$ cat src/rtl/combined_tausworthe_generator_macros.svh
// Assertion macros for the combined Tausworthe generator.
// Included by modules that carry concurrent checks; no other dependencies.
`ifndef COMBINED_TAUSWORTHE_GENERATOR_MACROS_SVH
`define COMBINED_TAUSWORTHE_GENERATOR_MACROS_SVH

// Same-cycle implication, disabled during reset.
`define CTG_ASSERT_SAME(label, clk, rst, ante, cons) \
  label: assert property (@(posedge clk) disable iff (rst) (ante) |-> (cons)) \
    else $error("check failed");

// Next-cycle implication, disabled during reset.
`define CTG_ASSERT_NEXT(label, clk, rst, ante, cons) \
  label: assert property (@(posedge clk) disable iff (rst) (ante) |=> (cons)) \
    else $error("check failed");

`endif

$ cat src/rtl/ctg_pkg.sv
// Shared types and constants for the combined Tausworthe generator.
// No dependencies.
package ctg_pkg;

  localparam int unsigned WORD_W  = 32;
  localparam int unsigned BOUND_W = 31;
  localparam int unsigned DIV_STEPS = 32;
  localparam int unsigned CNT_W = 5;

  localparam logic [WORD_W-1:0] SEED_RESET = 32'd1;

  localparam logic [WORD_W-1:0] MASK_A = 32'hFFFF_FFFE;
  localparam logic [WORD_W-1:0] MASK_B = 32'hFFFF_FFF8;
  localparam logic [WORD_W-1:0] MASK_C = 32'hFFFF_FFF0;
  localparam logic [WORD_W-1:0] MASK_D = 32'hFFFF_FF80;

  typedef struct packed {
    logic [BOUND_W-1:0] bound;
    logic [WORD_W-1:0]  raw;
  } ctg_item_t;

  typedef enum logic [1:0] {
    B_IDLE,
    B_RUN,
    B_DONE
  } back_state_t;

endpackage

$ cat src/rtl/ctg_front.sv
// Front end: accepts requests, steps the four Tausworthe words, queues results.
// Depends on ctg_pkg.
module ctg_front (
  input  logic                        clk,
  input  logic                        rst,
  input  logic                        s_tvalid,
  output logic                        s_tready,
  input  logic [ctg_pkg::WORD_W-1:0]  s_tdata,   // [30:0] bound, [31] zero
  input  logic                        cfg_valid,
  output logic                        cfg_ready,
  input  logic [ctg_pkg::WORD_W-1:0]  cfg_data,
  input  logic                        q_full,
  output logic                        q_push,
  output ctg_pkg::ctg_item_t          q_item
);

  logic [ctg_pkg::WORD_W-1:0] word_a, word_b, word_c, word_d;
  logic [ctg_pkg::WORD_W-1:0] word_a_next, word_b_next, word_c_next, word_d_next;
  logic [ctg_pkg::WORD_W-1:0] fb_a, fb_b, fb_c, fb_d;

  assign cfg_ready = 1'b1;
  assign s_tready  = !q_full;
  assign q_push    = s_tvalid && s_tready;

  always_comb begin
    fb_a = ((word_a << 6) ^ word_a) >> 13;
    fb_b = ((word_b << 2) ^ word_b) >> 27;
    fb_c = ((word_c << 13) ^ word_c) >> 21;
    fb_d = ((word_d << 3) ^ word_d) >> 12;
    word_a_next = ((word_a & ctg_pkg::MASK_A) << 18) ^ fb_a;
    word_b_next = ((word_b & ctg_pkg::MASK_B) << 2) ^ fb_b;
    word_c_next = ((word_c & ctg_pkg::MASK_C) << 7) ^ fb_c;
    word_d_next = ((word_d & ctg_pkg::MASK_D) << 13) ^ fb_d;
    q_item.raw   = word_a_next ^ word_b_next ^ word_c_next ^ word_d_next;
    q_item.bound = s_tdata[ctg_pkg::BOUND_W-1:0];
  end

  always_ff @(posedge clk) begin
    if (rst) begin
      word_a <= ctg_pkg::SEED_RESET;
      word_b <= ctg_pkg::SEED_RESET << 10;
      word_c <= ctg_pkg::SEED_RESET << 20;
      word_d <= ctg_pkg::SEED_RESET << 30;
    end else if (cfg_valid && cfg_ready) begin
      word_a <= cfg_data;
      word_b <= cfg_data << 10;
      word_c <= cfg_data << 20;
      word_d <= cfg_data << 30;
    end else if (q_push) begin
      word_a <= word_a_next;
      word_b <= word_b_next;
      word_c <= word_c_next;
      word_d <= word_d_next;
    end
  end

endmodule

$ cat src/rtl/ctg_queue.sv
// Small FIFO between front end and remainder unit.
// Depends on ctg_pkg.
module ctg_queue #(
  parameter int unsigned DEPTH = 2
) (
  input  logic               clk,
  input  logic               rst,
  input  logic               push,
  input  ctg_pkg::ctg_item_t push_item,
  output logic               full,
  input  logic               pop,
  output logic               not_empty,
  output ctg_pkg::ctg_item_t pop_item
);

  localparam int unsigned PW = (DEPTH > 1) ? $clog2(DEPTH) : 1;
  localparam int unsigned CW = $clog2(DEPTH + 1);

  ctg_pkg::ctg_item_t mem [DEPTH];
  logic [PW-1:0] wr_ptr, rd_ptr;
  logic [CW-1:0] count;

  assign full      = (count == CW'(DEPTH));
  assign not_empty = (count != '0);
  assign pop_item  = mem[rd_ptr];

  always_ff @(posedge clk) begin
    if (push && !full) begin
      mem[wr_ptr] <= push_item;
    end
  end

  always_ff @(posedge clk) begin
    if (rst) begin
      wr_ptr <= '0;
      rd_ptr <= '0;
      count  <= '0;
    end else begin
      if (push && !full) begin
        wr_ptr <= (wr_ptr == PW'(DEPTH - 1)) ? '0 : wr_ptr + PW'(1);
      end
      if (pop && not_empty) begin
        rd_ptr <= (rd_ptr == PW'(DEPTH - 1)) ? '0 : rd_ptr + PW'(1);
      end
      case ({push && !full, pop && not_empty})
        2'b10:   count <= count + CW'(1);
        2'b01:   count <= count - CW'(1);
        default: count <= count;
      endcase
    end
  end

endmodule

$ cat src/rtl/ctg_back.sv
// Back end: bit-serial remainder unit and output register.
// Depends on ctg_pkg and combined_tausworthe_generator_macros.svh.
`include "combined_tausworthe_generator_macros.svh"

module ctg_back (
  input  logic                        clk,
  input  logic                        rst,
  input  logic                        q_valid,
  input  ctg_pkg::ctg_item_t          q_item,
  output logic                        q_pop,
  output logic                        m_tvalid,
  input  logic                        m_tready,
  output logic [ctg_pkg::WORD_W-1:0]  m_tdata    // [31:0] value
);

  ctg_pkg::back_state_t state, state_next;

  logic [ctg_pkg::WORD_W-1:0]  dvd;
  logic [ctg_pkg::BOUND_W-1:0] rem, rem_next;
  logic [ctg_pkg::BOUND_W-1:0] bound;
  logic                        zero_bound;
  logic [ctg_pkg::CNT_W-1:0]   cnt;
  logic [ctg_pkg::WORD_W-1:0]  shifted;
  logic [ctg_pkg::WORD_W:0]    diff;
  logic                        out_free;
  logic                        last_step;

  assign out_free  = !m_tvalid || m_tready;
  assign last_step = (cnt == ctg_pkg::CNT_W'(ctg_pkg::DIV_STEPS - 1));

  always_comb begin
    shifted  = {rem, dvd[ctg_pkg::WORD_W-1]};
    diff     = {1'b0, shifted} - {2'b00, bound};
    rem_next = diff[ctg_pkg::WORD_W] ? shifted[ctg_pkg::BOUND_W-1:0]
                                     : diff[ctg_pkg::BOUND_W-1:0];
  end

  always_comb begin
    state_next = state;
    q_pop      = 1'b0;
    unique case (state)
      ctg_pkg::B_IDLE: begin
        if (q_valid) begin
          q_pop = 1'b1;
          state_next = (q_item.bound == '0) ? ctg_pkg::B_DONE : ctg_pkg::B_RUN;
        end
      end
      ctg_pkg::B_RUN: begin
        if (last_step) state_next = ctg_pkg::B_DONE;
      end
      ctg_pkg::B_DONE: begin
        if (out_free) state_next = ctg_pkg::B_IDLE;
      end
      default: state_next = ctg_pkg::B_IDLE;
    endcase
  end

  always_ff @(posedge clk) begin
    if (rst) state <= ctg_pkg::B_IDLE;
    else     state <= state_next;
  end

  always_ff @(posedge clk) begin
    if (state == ctg_pkg::B_IDLE && q_valid) begin
      dvd        <= q_item.raw;
      bound      <= q_item.bound;
      zero_bound <= (q_item.bound == '0);
      rem        <= '0;
      cnt        <= '0;
    end else if (state == ctg_pkg::B_RUN) begin
      dvd <= {dvd[ctg_pkg::WORD_W-2:0], 1'b0};
      rem <= rem_next;
      cnt <= cnt + ctg_pkg::CNT_W'(1);
    end
  end

  always_ff @(posedge clk) begin
    if (rst) begin
      m_tvalid <= 1'b0;
    end else if (state == ctg_pkg::B_DONE && out_free) begin
      m_tvalid <= 1'b1;
    end else if (m_tready) begin
      m_tvalid <= 1'b0;
    end
  end

  always_ff @(posedge clk) begin
    if (state == ctg_pkg::B_DONE && out_free) begin
      m_tdata <= zero_bound ? dvd : {1'b0, rem};
    end
  end

  `CTG_ASSERT_SAME(a_rem_below_bound, clk, rst, state == ctg_pkg::B_RUN, rem < bound)
  `CTG_ASSERT_SAME(a_run_nonzero, clk, rst, state == ctg_pkg::B_RUN, !zero_bound)
  `CTG_ASSERT_NEXT(a_run_length, clk, rst, state == ctg_pkg::B_RUN && !last_step, state == ctg_pkg::B_RUN)
  `CTG_ASSERT_SAME(a_out_from_done, clk, rst, $rose(m_tvalid), $past(state) == ctg_pkg::B_DONE)

endmodule

$ cat src/rtl/combined_tausworthe_generator.sv
// A request with a nonzero bound passes the queue, the 32-step bit-serial remainder
// unit and the output register; a request with bound 0 skips the remainder steps.
// The remainder unit serves one request at a time, popping the next after hand-off.
// Up to QUEUE_DEPTH requests are taken ahead while the remainder unit is busy.
// Reset (rst, synchronous): words reload from seed 1, queue and output empty.
module combined_tausworthe_generator #(
  parameter int unsigned QUEUE_DEPTH = 2
) (
  input  logic        clk,
  input  logic        rst,
  input  logic        s_tvalid,
  output logic        s_tready,
  input  logic [31:0] s_tdata,    // [30:0] bound, [31] zero
  output logic        m_tvalid,
  input  logic        m_tready,
  output logic [31:0] m_tdata,    // [31:0] value
  input  logic        cfg_valid,
  output logic        cfg_ready,
  input  logic [31:0] cfg_data    // [31:0] seed
);

  logic               q_full, q_push, q_valid, q_pop;
  ctg_pkg::ctg_item_t push_item, pop_item;

  ctg_front u_front (
    .clk       (clk),
    .rst       (rst),
    .s_tvalid  (s_tvalid),
    .s_tready  (s_tready),
    .s_tdata   (s_tdata),
    .cfg_valid (cfg_valid),
    .cfg_ready (cfg_ready),
    .cfg_data  (cfg_data),
    .q_full    (q_full),
    .q_push    (q_push),
    .q_item    (push_item)
  );

  ctg_queue #(
    .DEPTH (QUEUE_DEPTH)
  ) u_queue (
    .clk       (clk),
    .rst       (rst),
    .push      (q_push),
    .push_item (push_item),
    .full      (q_full),
    .pop       (q_pop),
    .not_empty (q_valid),
    .pop_item  (pop_item)
  );

  ctg_back u_back (
    .clk      (clk),
    .rst      (rst),
    .q_valid  (q_valid),
    .q_item   (pop_item),
    .q_pop    (q_pop),
    .m_tvalid (m_tvalid),
    .m_tready (m_tready),
    .m_tdata  (m_tdata)
  );

endmodule

$ cat config.mk
export PLATFORM = sky130hd
export DESIGN_NAME = combined_tausworthe_generator
export DESIGN_NICKNAME = d
export VERILOG_FILES = /design/src/rtl/ctg_pkg.sv /design/src/rtl/ctg_front.sv /design/src/rtl/ctg_queue.sv /design/src/rtl/ctg_back.sv /design/src/rtl/combined_tausworthe_generator.sv
export VERILOG_INCLUDE_DIRS = /design/src /design/src/rtl
export SDC_FILE = /design/constraint.sdc
export NUM_CORES = 1
export LEC_CHECK = 0
export BUFFER_PORTS_ARGS = -buffer_cell sky130_fd_sc_hd__buf_4
export CAP_MARGIN = 20
export CORE_UTILIZATION = 61
export CTS_CLUSTER_SIZE = 30
export DETAILED_ROUTE_END_ITERATION = 8
export PLACE_DENSITY_LB_ADDON = 0.3
export SLEW_MARGIN = 20
export SYNTH_ARGS = -nofsm -noshare
export SYNTH_HDL_FRONTEND = slang
export SYNTH_SLANG_ARGS = --single-unit
$ cat constraint.sdc
create_clock -name clk -period 6.3 [get_ports clk]
set_input_delay 1.26 -clock clk [delete_from_list [all_inputs] [get_ports clk]]
set_output_delay 1.26 -clock clk [all_outputs]
set_load 0.005 [all_outputs]
After elaboration in Yosys (flattened, before gate mapping)
Memory sizes are Yosys's and may differ from the RTL's. A register that Yosys moved wholly into a read port is not among the register bits.
Cells that the tools add are included.
{"block": "word_totals", "ff_bits": 267, "n_memories": 1, "out_inout_bits": 35, "wordCells": 91, "inputBits": 69, "mem_bits_rw": 126}
{"block": "op_classes", "n_bitwise": 11, "muxes": 28, "n_reduce_logical": 17, "addsub": 6, "n_eq_ne": 9}
{"memory": "u_queue.mem", "words": 2, "word_bits": 63, "read_ports": 1, "rd_ports_with_merged_regs": 1, "write_ports": 1, "line": "ctg_queue.sv:19", "source": "ctg_pkg::ctg_item_t mem [DEPTH];"}
{"op": "2-to-1 mux 32 bit", "count": 10}
{"op": "XOR 32 bit", "count": 7}
{"op": "2-to-1 mux 31 bit", "count": 2}
{"op": "subtractor 32 x 31 -> 33 bit", "count": 1}
{"op": "XOR 32 x 11 -> 32 bit", "count": 1}
{"op": "XOR 32 x 19 -> 32 bit", "count": 1}
{"op": "XOR 32 x 20 -> 32 bit", "count": 1}
{"op": "XOR 32 x 5 -> 32 bit", "count": 1}
{"op": "zero test 31 bit", "count": 1}
{"op": "2-to-1 mux 1 bit", "count": 10}
{"op": "nonzero test 2 bit", "count": 5}
{"op": "2-to-1 mux 2 bit", "count": 4}
{"op": "equality test 2 bit (second input constant)", "count": 3}
{"op": "inequality test 2 x 1 -> 1 bit (second input constant)", "count": 3}
{"op": "case mux 2 bit (3 select lines)", "count": 1}
{"op": "adder 5 x 1 -> 5 bit (second input constant)", "count": 1}
{"op": "equality test 5 bit (second input constant)", "count": 1}
{"op": "logical AND 1 bit", "count": 5}
{"op": "equality test 2 x 1 -> 1 bit (second input constant)", "count": 2}
{"op": "case mux 2 bit (2 select lines)", "count": 1}
{"op": "AND reduction 3 bit", "count": 1}
{"op": "adder 1 bit (second input constant)", "count": 2}
{"op": "adder 2 x 1 -> 2 bit (second input constant)", "count": 1}
{"op": "zero test 1 bit", "count": 2}
{"op": "other kinds (4)", "count": 4}

Logic depth before layout (Yosys ltp)
Gate-level depths: netlist of run 1.
{"block": "logic_depth", "ltp_word": 6, "ltp_mapped": 14, "depth_no_buf": 12}

Cells and area by module
From an unflattened synthesis of run 1, not the netlist that was laid out.
{"block": "unflattened", "cells_unflattened": 1634, "hier_area_um2": 18077.3}
{"mod": "ctg_back", "area_per_inst_um2": 7158.1, "cells_each": 692, "n_inst": 1, "seq_area_each_um2": 3663.5}
{"mod": "ctg_front", "area_per_inst_um2": 6164.7, "cells_each": 720, "n_inst": 1, "seq_area_each_um2": 2262.2}
{"mod": "ctg_queue", "area_per_inst_um2": 4754.6, "cells_each": 222, "n_inst": 1, "seq_area_each_um2": 3883.7}

Least setup slack after synthesis of run 1
No wires, ideal clock.
{"block": "synth_timing", "path_kind": "in2reg", "startpoint": "input port s_tvalid", "endpoint": "memory u_queue.mem[0][0] (netlist bit), enable pin", "path_stages": 5, "n_path_buf": 2, "slack_ps": 1361, "arrival_time_ps": 4455, "setup_time_ps": 485, "t_required_ps": 5815, "cell_sequence": "and2_1 -> clkbuf_1 -> inv_2 -> clkbuf_1 -> nor2_1"}
{"block": "synth_between", "elab_chain_len": 4}
{"item": "from (decl)", "line": "combined_tausworthe_generator.sv:11", "source": "input logic s_tvalid,"}
{"item": "logical AND 1 bit", "line": "ctg_front.sv:23", "source": "assign q_push = s_tvalid && s_tready;"}
{"item": "logical AND 1 bit", "line": "ctg_queue.sv:28", "source": "if (push && !full) begin"}
{"item": "2-to-1 mux 1 bit", "line": "ctg_queue.sv:28"}
{"item": "2-to-1 mux 1 bit (not written as such)", "line": "ctg_queue.sv:29", "source": "mem[wr_ptr] <= push_item;"}
{"item": "to (decl)", "line": "ctg_queue.sv:19"}
Every way passes these cells.

Worst setup path in the final report of run 1
{"block": "layout_timing", "startpoint": "register u_back.dvd[31] (netlist bit)", "endpoint": "register u_back.rem[28] (netlist bit)"}
{"block": "layout_between", "elab_chain_len": 2}
{"item": "from (decl)", "line": "ctg_back.sv:18", "source": "logic [ctg_pkg::WORD_W-1:0] dvd;"}
{"item": "from (signal assigned)", "line": "ctg_back.sv:65", "source": "dvd <= q_item.raw;"}
{"item": "from (signal assigned)", "line": "ctg_back.sv:71", "source": "dvd <= {dvd[ctg_pkg::WORD_W-2:0], 1'b0};"}
{"item": "subtractor 32 x 31 -> 33 bit", "line": "ctg_back.sv:33", "source": "diff = {1'b0, shifted} - {2'b00, bound};"}
{"item": "2-to-1 mux 31 bit", "line": "ctg_back.sv:34", "source": "rem_next = diff[ctg_pkg::WORD_W] ? shifted[ctg_pkg::BOUND_W-1:0]"}
{"item": "to (signal assigned)", "line": "ctg_back.sv:72", "source": "rem <= rem_next;"}
{"item": "to (decl)", "line": "ctg_back.sv:19", "source": "logic [ctg_pkg::BOUND_W-1:0] rem, rem_next;"}
Every way passes these cells.
A chain may end at the register's enable or synchronous reset.

==> results of run 1 <==
[per-stage QoR]
| step | instance area, µm² | std cells | hold WS, ns | worst slack [ns] | util |
|---|---|---|---|---|---|
| after floorplan | 17410 | 1619 | 0.4403 | 1.361 | - |
| after global placement | 18400 | 2020 | 0.4527 | 2.096 | 0.6587 |
| after detailed placement | 18400 | 2020 | 0.4663 | 2.061 | 0.6587 |
| after CTS | 19690 | 2092 | 0.4734 | 2.624 | 0.7047 |
| after global routing | 19690 | 2092 | 0.4984 | 2.357 | 0.7047 |
| final | 19690 | 2092 | 0.4711 | 2.617 | 0.7047 |
[worst max-delay path, stage by stage (launching register included)]
cell and delay [ns]:
edfxtp_1 0.37, inv_1 0.06, ha_1 0.23, fa_1 0.50, nor2b_1 0.20, o31a_2 0.21, o211ai_1 0.16, a22oi_2 0.30
o21ai_1 0.17, a21oi_4 0.57, buf_4 0.41, nand2_2 0.20, o21ai_0 0.21
[registers in the layout (all words and copies together) (netlist names), named ones only]
register,flops
u_front.word_b,29
u_back.cnt,5
u_front.word_d,25
u_back.dvd,32
u_back.zero_bound,1
u_back.state,2
u_queue.count,2
u_back.m_tdata,32
u_queue.rd_ptr,1
u_back.m_tvalid,1
u_front.word_c,28
u_back.rem,31
u_queue.wr_ptr,1
u_back.bound,31
u_front.word_a,31
u_queue.mem,126
[cells by family after synthesis]
| logic type | Yosys count |
|---|---|
| other | 1 |
| AO/OA/AOI/OAI | 357 |
| flip-flops | 379 |
| adder cells (fa/ha/maj) | 35 |
| AND/OR/NAND/NOR | 425 |
| buffers and inverters | 137 |
| multiplexers | 101 |
| XOR/XNOR | 184 |
[placed cells by master, fill, tap and decap left out, types with 45 or more instances in the layout]
cell type and n:
a21oi_1 162, buf_4 114, dfxtp_1 156, edfxtp_1 222
inv_1 45, mux2_2 59, nand2_1 238, nor2_1 125
o21ai_0 56, xnor2_1 136, xor2_1 48
[metal layers]
| layer | GRT usage | vias up |
|---|---|---|
| met5 | 0 | - |
| met4 | 0.08657 | 0 |
| met3 | 0.04141 | 76 |
| met2 | 0.4189 | 465 |
| met1 | 0.3971 | 5738 |
| li1 | - | 5822 |
[where the power goes]
group | leakage [µW] | internal [µW] | switching [µW]
logic | 0.00327 | 1140 | 1730
registers | 0.00337 | 3360 | 368
clock network | 0.000622 | 1350 | 955
[worst min-delay path by stage]
stage                      startpoint                  to  slack (ns)  depth (start not counted)
floorplan               u_back.cnt[4]       u_back.cnt[4]        0.44                          2
global placement        u_back.cnt[4]       u_back.cnt[4]        0.45                          2
detailed placement      u_back.cnt[4]       u_back.cnt[4]        0.47                          2
CTS                     u_back.cnt[4]       u_back.cnt[4]        0.47                          2
global route        u_front.word_c[7]  u_front.word_c[14]        0.50                          2
finish                  u_back.cnt[4]       u_back.cnt[4]        0.47                          2
[area by class of cell]
type	instances	share of cell area
clock buffers	46	0.05250
clock inverters	26	0.01277
inverters	46	0.008771
multi-input cells	1103	0.3601
flip-flops and latches	379	0.4983
well taps	378	0.02402
repair buffers	114	0.04347
==> metrics.yaml, run 1 <==
run_status:
  status: "completed"
placed_design:
  hpwl_um: 27400
  io_buffers: 101
  place_congestion: 0.9181
drt:
  maxUsedRoutingLayer: "met4"
  wl_per_cell_um: 18.85
  drt_iter0_markers: 1103
  antenna_left: 0
  met3_length_um: 3128
  drt-vias-per-instance: 5.784
  firstDrtPassIters: 6
  dr_wl_met2_um: 17730
  finalWirelength_um: 39430
  drc: 0
  vias: 12100
  met1_length_um: 17550
logic_synthesis:
  yosys.area.top_type: "edfxtp_1"
  syn-num-nets: 1723
  synth_area_leaders: "edfxtp_1 (38%), dfxtp_1 (18%), xnor2_1 (6.8%), nand2_1 (5.1%), a21oi_1 (4.7%)"
  syn_area_mm2: 0.01741
  synth-edff-count: 222
  synthTopCellsByCount: "nand2_1 (238), edfxtp_1 (222), a21oi_1 (162)"
  yosys.area_share.simple: 0.1002
  synth_mux_area_frac: 0.06229
  ys_ff_latch: 379
  seq_area_frac_synth: 0.5633
  syn_area_per_cell_um2: 10.76
  synth_compound_area_frac: 0.1244
  yosysMostFrequentCell: "nand2_1"
  synth_xor_area_frac: 0.09254
  async_flop_share: 0
  synth_ff_type: "edfxtp_1"
  synth_fa_ha_area_frac: 0.02558
  synth_top_family_by_area: "compound AO/OA/AOI/OAI gates"
  synth_cell_types: 64
  synth_top_area_frac: 0.3828
  yosys_warnings: 0
  synthCells: 1619
setup_path:
  r2r_cells: 12
  end_kind: "flip-flop"
  worst_r2r_endpoint: "u_back.rem[28]"
  cp-startpoint: "u_back.dvd[31]"
  rrSetupSlack_ns: 2.62
  critPathRequiredTime_ns: 6.75
  crit_end: "u_back.rem[28]"
  worst-setup-path-type: "flip-flop to flip-flop"
  r2r-start: "u_back.dvd[31]"
  start_kind: "flip-flop"
  cp_data_arrival_time_ns: 4.14
  worstPathMaxFanout: 24
power:
  totalPowerFinal_uw: 8896
  p_leak_uw: 0.007264
  power_density_mw_per_mm2: 451.9
  peakVddDrop_v: 0.0004004
worst_hold_path:
  hold_path.class: "flip-flop to flip-flop"
timing:
  maxSlewViolCount: 0
  finalHoldViolCount: 0
  finalSetupTns_ns: 0
  finClkSkew_ns: 0.01940
  grt_setup_unrepaired: "no"
  timing.final.crit_share: 0.5847
  worst_pin_slew_ns: 1.063
  min_period_ns: 3.683
  slew_headroom: 0.2897
  fmax_ghz: 0.2715
  setup_violations: 0
clocking:
  cts.reportedPaths.clkPinSlew_ns: 0.06
  tritoncts: "built"
  holdBufCountCts: 0
  post-cts-setup-buffers: 0
  clk_latency_ns: 0.53
  cts_buffer_depth: 3
  cts_buffers: 39
  htreeDepth: 2
  cts_root_buffer: "clkbuf_16"
  cts-resized-gates: 0
  cts_sinks: 379
global_route:
  grt_pass1_vias: 11280
  antenna_found_initial: 0
  grt_max_degree: 92
  grt_usage: 0.2726
  grt_pass1_wl_um: 60970
  gr-total-overflow: 0
die:
  pin_count: 104
  coreArea_mm2: 0.02793
  initial_core_util: 0.6234
  chipHeight_um: 171.0
  die_w_um: 171.0
  fp-row-count: 61
  die-area_mm2: 0.02923
finish:
  regArea_mm2: 0.009811
  drive_gt1_frac: 0.1482
  fillers: 2058
  multiInputGateArea_mm2: 0.007089
  nets: 1787
  insertedDiodeCount: 0
  area_growth_pct: 13.05
flow_run:
  maxCapViolations: 0
Power figures use the tool's default switching activity.
==> inputs of run 2 (changes only) <==
--- a/config.mk
+++ b/config.mk
@@ -8,7 +8,7 @@
 export LEC_CHECK = 0
 export BUFFER_PORTS_ARGS = -buffer_cell sky130_fd_sc_hd__buf_4
 export CAP_MARGIN = 20
-export CORE_UTILIZATION = 61
+export CORE_UTILIZATION = 55
 export CTS_CLUSTER_SIZE = 30
 export DETAILED_ROUTE_END_ITERATION = 8
 export PLACE_DENSITY_LB_ADDON = 0.3
==> constraint.sdc (replaced) <==
create_clock -name clk -period 3.2 [get_ports clk]
set_input_delay 0.64 -clock clk [delete_from_list [all_inputs] [get_ports clk]]
set_output_delay 0.64 -clock clk [all_outputs]
set_load 0.005 [all_outputs]
==> run 2 against run 1 <==
Compared with the run above:
- the run now ends with DRC left
- clock skew is 0.0024 ns higher
- hold slack worse by 0.17 ns
- utilization is 6.3 points lower
- non-clock buffer count is 7 higher
- register-to-register slack worse by 2.5 ns
- sequential share of layout area is 0.35 points lower
- combinational power is 100% higher
- wire length is 3.3% higher
- design area is 0.71% higher
- clock-buffer cell count is 11 higher
- first-iteration DRC count is 2.1% higher
- critical path type unchanged
==> metrics.yaml, run 2 (synthesis results as in run 1) <==
run_status:
  status: "finished with violations"
  violations: "DRC"
setup_path:
  rrSetupSlack_ns: 0.17
  critPathRequiredTime_ns: 3.66
  start_kind: "flip-flop"
  cp_data_arrival_time_ns: 3.49
  worst-setup-path-type: "flip-flop to flip-flop"
  worstPathMaxFanout: 4
  end_kind: "flip-flop"
die:
  die-area_mm2: 0.03238
  coreArea_mm2: 0.03091
  fp-row-count: 64
  chipHeight_um: 179.9
  die_w_um: 179.9
  pin_count: 104
  initial_core_util: 0.5634
drt:
  antenna_left: 0
  drt-vias-per-instance: 5.733
  vias: 12140
  firstDrtPassIters: 7
  finalWirelength_um: 40710
  drc: 7
  drt_iter0_markers: 1126
  wl_per_cell_um: 19.23
timing:
  min_period_ns: 3.035
  finClkSkew_ns: 0.02184
  fmax_ghz: 0.3295
  finalSetupTns_ns: 0
  finalHoldViolCount: 0
  setup_violations: 0
  worst_pin_slew_ns: 0.7235
  maxSlewViolCount: 0
  timing.final.crit_share: 0.9483
  grt_setup_unrepaired: "no"
  slew_headroom: 0.5177
clocking:
  cts_root_buffer: "clkbuf_16"
  htreeDepth: 2
  cts_buffer_depth: 3
  holdBufCountCts: 0
  tritoncts: "built"
  post-cts-setup-buffers: 0
  cts-resized-gates: 0
  cts.reportedPaths.clkPinSlew_ns: 0.06
  clk_latency_ns: 0.54
  cts_sinks: 379
  cts_buffers: 39
global_route:
  grt_use_met2: 0.3928
  gr-total-overflow: 0
  grt_usage: 0.2532
  grt_util_met3: 0.03485
  grt_pass1_vias: 11600
  grt_max_degree: 139
  grt_pass1_wl_um: 63990
  top_usage_layer: "met2"
  grt_util_met1: 0.3698
  antenna_found_initial: 0
finish:
  area_growth_pct: 13.85
  fillers: 2411
  fin_cells: 2117
  drive_gt1_frac: 0.1528
  largest_reg_flops: 126
  largestRegisters: "u_queue.mem: 126 flops, u_back.dvd: 32 flops, u_back.m_tdata: 32 flops"
  final_common_cell: "nand2_1"
  largest-register: "u_queue.mem"
  layout_common_cells: "nand2_1 (238), edfxtp_1 (222), a21oi_1 (162)"
  nets: 1794
  insertedDiodeCount: 0
power:
  peakVddDrop_v: 0.0006224
  power_density_mw_per_mm2: 888.4
  p_leak_uw: 0.007317
worst_hold_path:
  hold_path.class: "primary input to flip-flop"
flow_run:
  maxCapViolations: 0
placed_design:
  place_congestion: 0.8899
  dp_cells: 2045
  io_buffers: 101
  hpwl_um: 28190
run 2: cell count changes in the layout (fill, tap and decap cells not counted), sizes merged:
cell	before	now
clkinv	17	10
clkbuf	46	57
clkinvlp	3	2
buf	114	121
inv	48	47
bufinv	4	2
run 2: area by class of cell:
cell class | instances | area [µm²] | share of cell area
sequential | 379 | 9811 | 0.4948
multi-input combinational | 1103 | 7099 | 0.3581
clock buffer | 57 | 1126 | 0.05680
timing repair buffer | 121 | 974.7 | 0.04916
tap | 396 | 495.5 | 0.02499
inverter | 46 | 172.7 | 0.008709
clock inverter | 15 | 147.6 | 0.007447
run 2: worst max-delay path: stages (launching register included):
cell and delay, ns:
edfxtp_1 0.39, inv_1 0.06, ha_1 0.24, fa_1 0.49, nor2b_1 0.18, o31a_2 0.20, o21ai_2 0.11, o41ai_2 0.31
a31oi_1 0.23, a41oi_2 0.33, a211oi_1 0.13, xor2_1 0.15, a31oi_1 0.15
run 2: per-layer routing:
metal  routed length (µm)  up-vias  share of wire
met5                    0        -              0
met4                  952        0          0.023
met3                 2617       66          0.064
met2                18390      427           0.45
met1                18760     5825           0.46
li1                     -     5819              -
run 2: power by group:
group | internal [µW] | total [µW] | switching, µW
clock | 2620 | 4500 | 1880
combinational | 2320 | 5800 | 3480
sequential | 6610 | 7320 | 705
run 2: stage by stage:
step / area (µm²) / utilization / hold WS (ns) / setup slack, ns / power, µW
detailed placement: 18540 / 0.5999 / 0.4765 / 0.1542 / 13120
CTS: 19820 / 0.6411 / 0.2763 / 0.1192 / 17630
finish: 19830 / 0.6414 / 0.2971 / 0.1654 / 17610
floorplan: 17420 / - / 0.4403 / 0.1239 / 11460
global route: 19830 / 0.6414 / 0.2799 / 0.03013 / 18540
global placement: 18540 / 0.5999 / 0.4507 / 0.2071 / 12930
run 2: worst paths after layout:
kind | end | from | cells past startpoint
worst min-delay path | u_queue.mem[0][55] | s_tdata[23] | 1
worst min register to register | u_front.word_c[12] | u_front.word_c[5] | 2
worst max-delay path | u_back.rem[30] | u_back.dvd[31] | 12
worst max register to register | u_back.rem[30] | u_back.dvd[31] | 12
==> inputs of run 3 (changes only) <==
--- a/config.mk
+++ b/config.mk
@@ -8,7 +8,7 @@
 export LEC_CHECK = 0
 export BUFFER_PORTS_ARGS = -buffer_cell sky130_fd_sc_hd__buf_4
 export CAP_MARGIN = 20
-export CORE_UTILIZATION = 55
+export CORE_UTILIZATION = 66
 export CTS_CLUSTER_SIZE = 30
 export DETAILED_ROUTE_END_ITERATION = 8
 export PLACE_DENSITY_LB_ADDON = 0.3
==> constraint.sdc (replaced) <==
create_clock -name clk -period 3.65 [get_ports clk]
set_input_delay 0.73 -clock clk [delete_from_list [all_inputs] [get_ports clk]]
set_output_delay 0.73 -clock clk [all_outputs]
set_load 0.005 [all_outputs]
==> run 3 against run 2 <==
Compared with the run above:
- the flow now finishes without violations
- clock skew is 0.0054 ns higher
- wire length down 2.5%
- power decreased by 13%
- critical endpoint unchanged
- largest cell class unchanged
==> metrics.yaml, run 3 (synthesis results as in run 1) <==
run_status:
  status: "completed"
timing:
  timing.final.crit_share: 0.8399
  maxSlewViolCount: 0
  fmax_ghz: 0.3262
  grt_setup_unrepaired: "no"
  finClkSkew_ns: 0.02719
  setup_violations: 0
  setup_slack_ns: 0.5842
  slew_headroom: 0.2968
  min_period_ns: 3.066
  finalHoldViolCount: 0
  worst_pin_slew_ns: 1.055
  finalSetupTns_ns: 0
worst_hold_path:
  hold_path.class: "primary input to flip-flop"
clocking:
  cts_buffer_depth: 3
  cts_sinks: 379
  cts-resized-gates: 0
  cts.reportedPaths.clkPinSlew_ns: 0.06
  tritoncts: "built"
  cts_root_buffer: "clkbuf_16"
  htreeDepth: 2
  post-cts-setup-buffers: 0
  cts_buffers: 39
  holdBufCountCts: 0
  clk_latency_ns: 0.54
power:
  p_switching_uw: 5234
  comb_power_share: 0.326
  power_density_mw_per_mm2: 778.0
  intPower_uw: 10070
  switching_share: 0.3419
  p_leak_uw: 0.007303
  power_frac_seq: 0.419
  clock_power_share: 0.254
  peakVddDrop_v: 0.0006439
finish:
  design_area_mm2: 0.01967
  nets: 1792
  drive_gt1_frac: 0.1524
  fillers: 1703
  largest-register: "u_queue.mem"
  multiInputGateArea_mm2: 0.007084
  area_growth_pct: 12.98
  largestRegisters: "u_queue.mem: 126 flops, u_back.dvd: 32 flops, u_back.m_tdata: 32 flops"
  largest_reg_flops: 126
  final_common_cell: "nand2_1"
  layout_common_cells: "nand2_1 (238), edfxtp_1 (222), a21oi_1 (162)"
  regArea_mm2: 0.009811
  insertedDiodeCount: 0
die:
  chipHeight_um: 164.4
  coreArea_mm2: 0.02598
  fp-row-count: 59
  initial_core_util: 0.6702
  pin_count: 104
  die-area_mm2: 0.02704
  die_w_um: 164.4
setup_path:
  start_kind: "flip-flop"
  worst-setup-path-type: "flip-flop to flip-flop"
  critPathRequiredTime_ns: 4.12
  worstPathMaxFanout: 4
  end_kind: "flip-flop"
  cp_data_arrival_time_ns: 3.54
flow_run:
  maxCapViolations: 0
drt:
  wl_per_cell_um: 19.33
  vias: 12210
  firstDrtPassIters: 5
  antenna_left: 0
  finalWirelength_um: 39710
  drt_iter0_markers: 1285
  drt-vias-per-instance: 5.943
  drc: 0
placed_design:
  dp_slack_ns: 0.6495
  hpwl_um: 27510
  place_area_mm2: 0.01841
  place_congestion: 0.9165
  io_buffers: 101
global_route:
  grt_pass1_vias: 11410
  grt_usage: 0.3006
  gr-total-overflow: 0
  grt_max_degree: 103
  antenna_found_initial: 0
  grt_pass1_wl_um: 61780
## run 3: cell types whose count changed in the layout (fill, tap and decap cells not counted), moves of 2 or more
cell	before	now
clkbuf_8	6	8
clkinvlp_4	2	0
clkinv_1	4	1
buf_12	5	2
clkinv_2	3	5
buf_4	115	117
## run 3: final timing paths
kind	start	end	slack, ns	depth (start not counted)
setup / recovery	u_back.dvd[31]	u_back.rem[30]	0.58	12
hold / removal	s_tdata[28]	u_queue.mem[0][60]	0.37	1
setup reg to reg	u_back.dvd[31]	u_back.rem[30]	0.58	12
hold reg to reg	u_front.word_d[29]	u_front.word_d[29]	0.47	2
## run 3: critical path: stages (launching register included)
cell	delay, ns
edfxtp_1	0.37
inv_1	0.05
ha_1	0.23
fa_1	0.49
nor2b_1	0.17
o31a_2	0.21
o21ai_2	0.10
o41ai_2	0.31
a31oi_1	0.19
a41oi_1	0.39
a211oi_1	0.15
xor2_1	0.17
a31oi_1	0.16
## run 3: routing by layer
metal  share of wire  wire length [µm]  GRT usage
met1            0.43             16990     0.4379
met2            0.46             18440     0.4670
met3           0.087              3447    0.05399
met4           0.021               828    0.07631
met5               0                 0          0
## run 3: through the flow
step	power [µW]	util	instances	hold slack, ns
2_1_floorplan	10050	-	1619	0.4403
3_3_place_gp	11200	0.7083	1982	0.4511
3_5_place_dp	11380	0.7083	1982	0.4640
4_1_cts	15300	0.7571	2054	0.3502
5_1_grt	16070	0.7571	2054	0.3588
6_report	15310	0.7571	2054	0.3732
## run 3: layout make-up
class | instances | area share
inverter | 46 | 0.008776
multi-input combinational | 1103 | 0.3601
sequential | 379 | 0.4987
tap | 335 | 0.02130
clock buffer | 60 | 0.05889
clock inverter | 12 | 0.005597
timing repair buffer | 119 | 0.04668
## run 3: power by group through the flow
stage	registers [µW]	clock network (µW)	logic [µW]
6_report	6420	3890	5000
5_1_grt	6500	4100	5460
4_1_cts	6420	3940	4950
3_5_place_dp	6490	0	4890
3_3_place_gp	6450	0	4750
2_1_floorplan	6190	0	3850
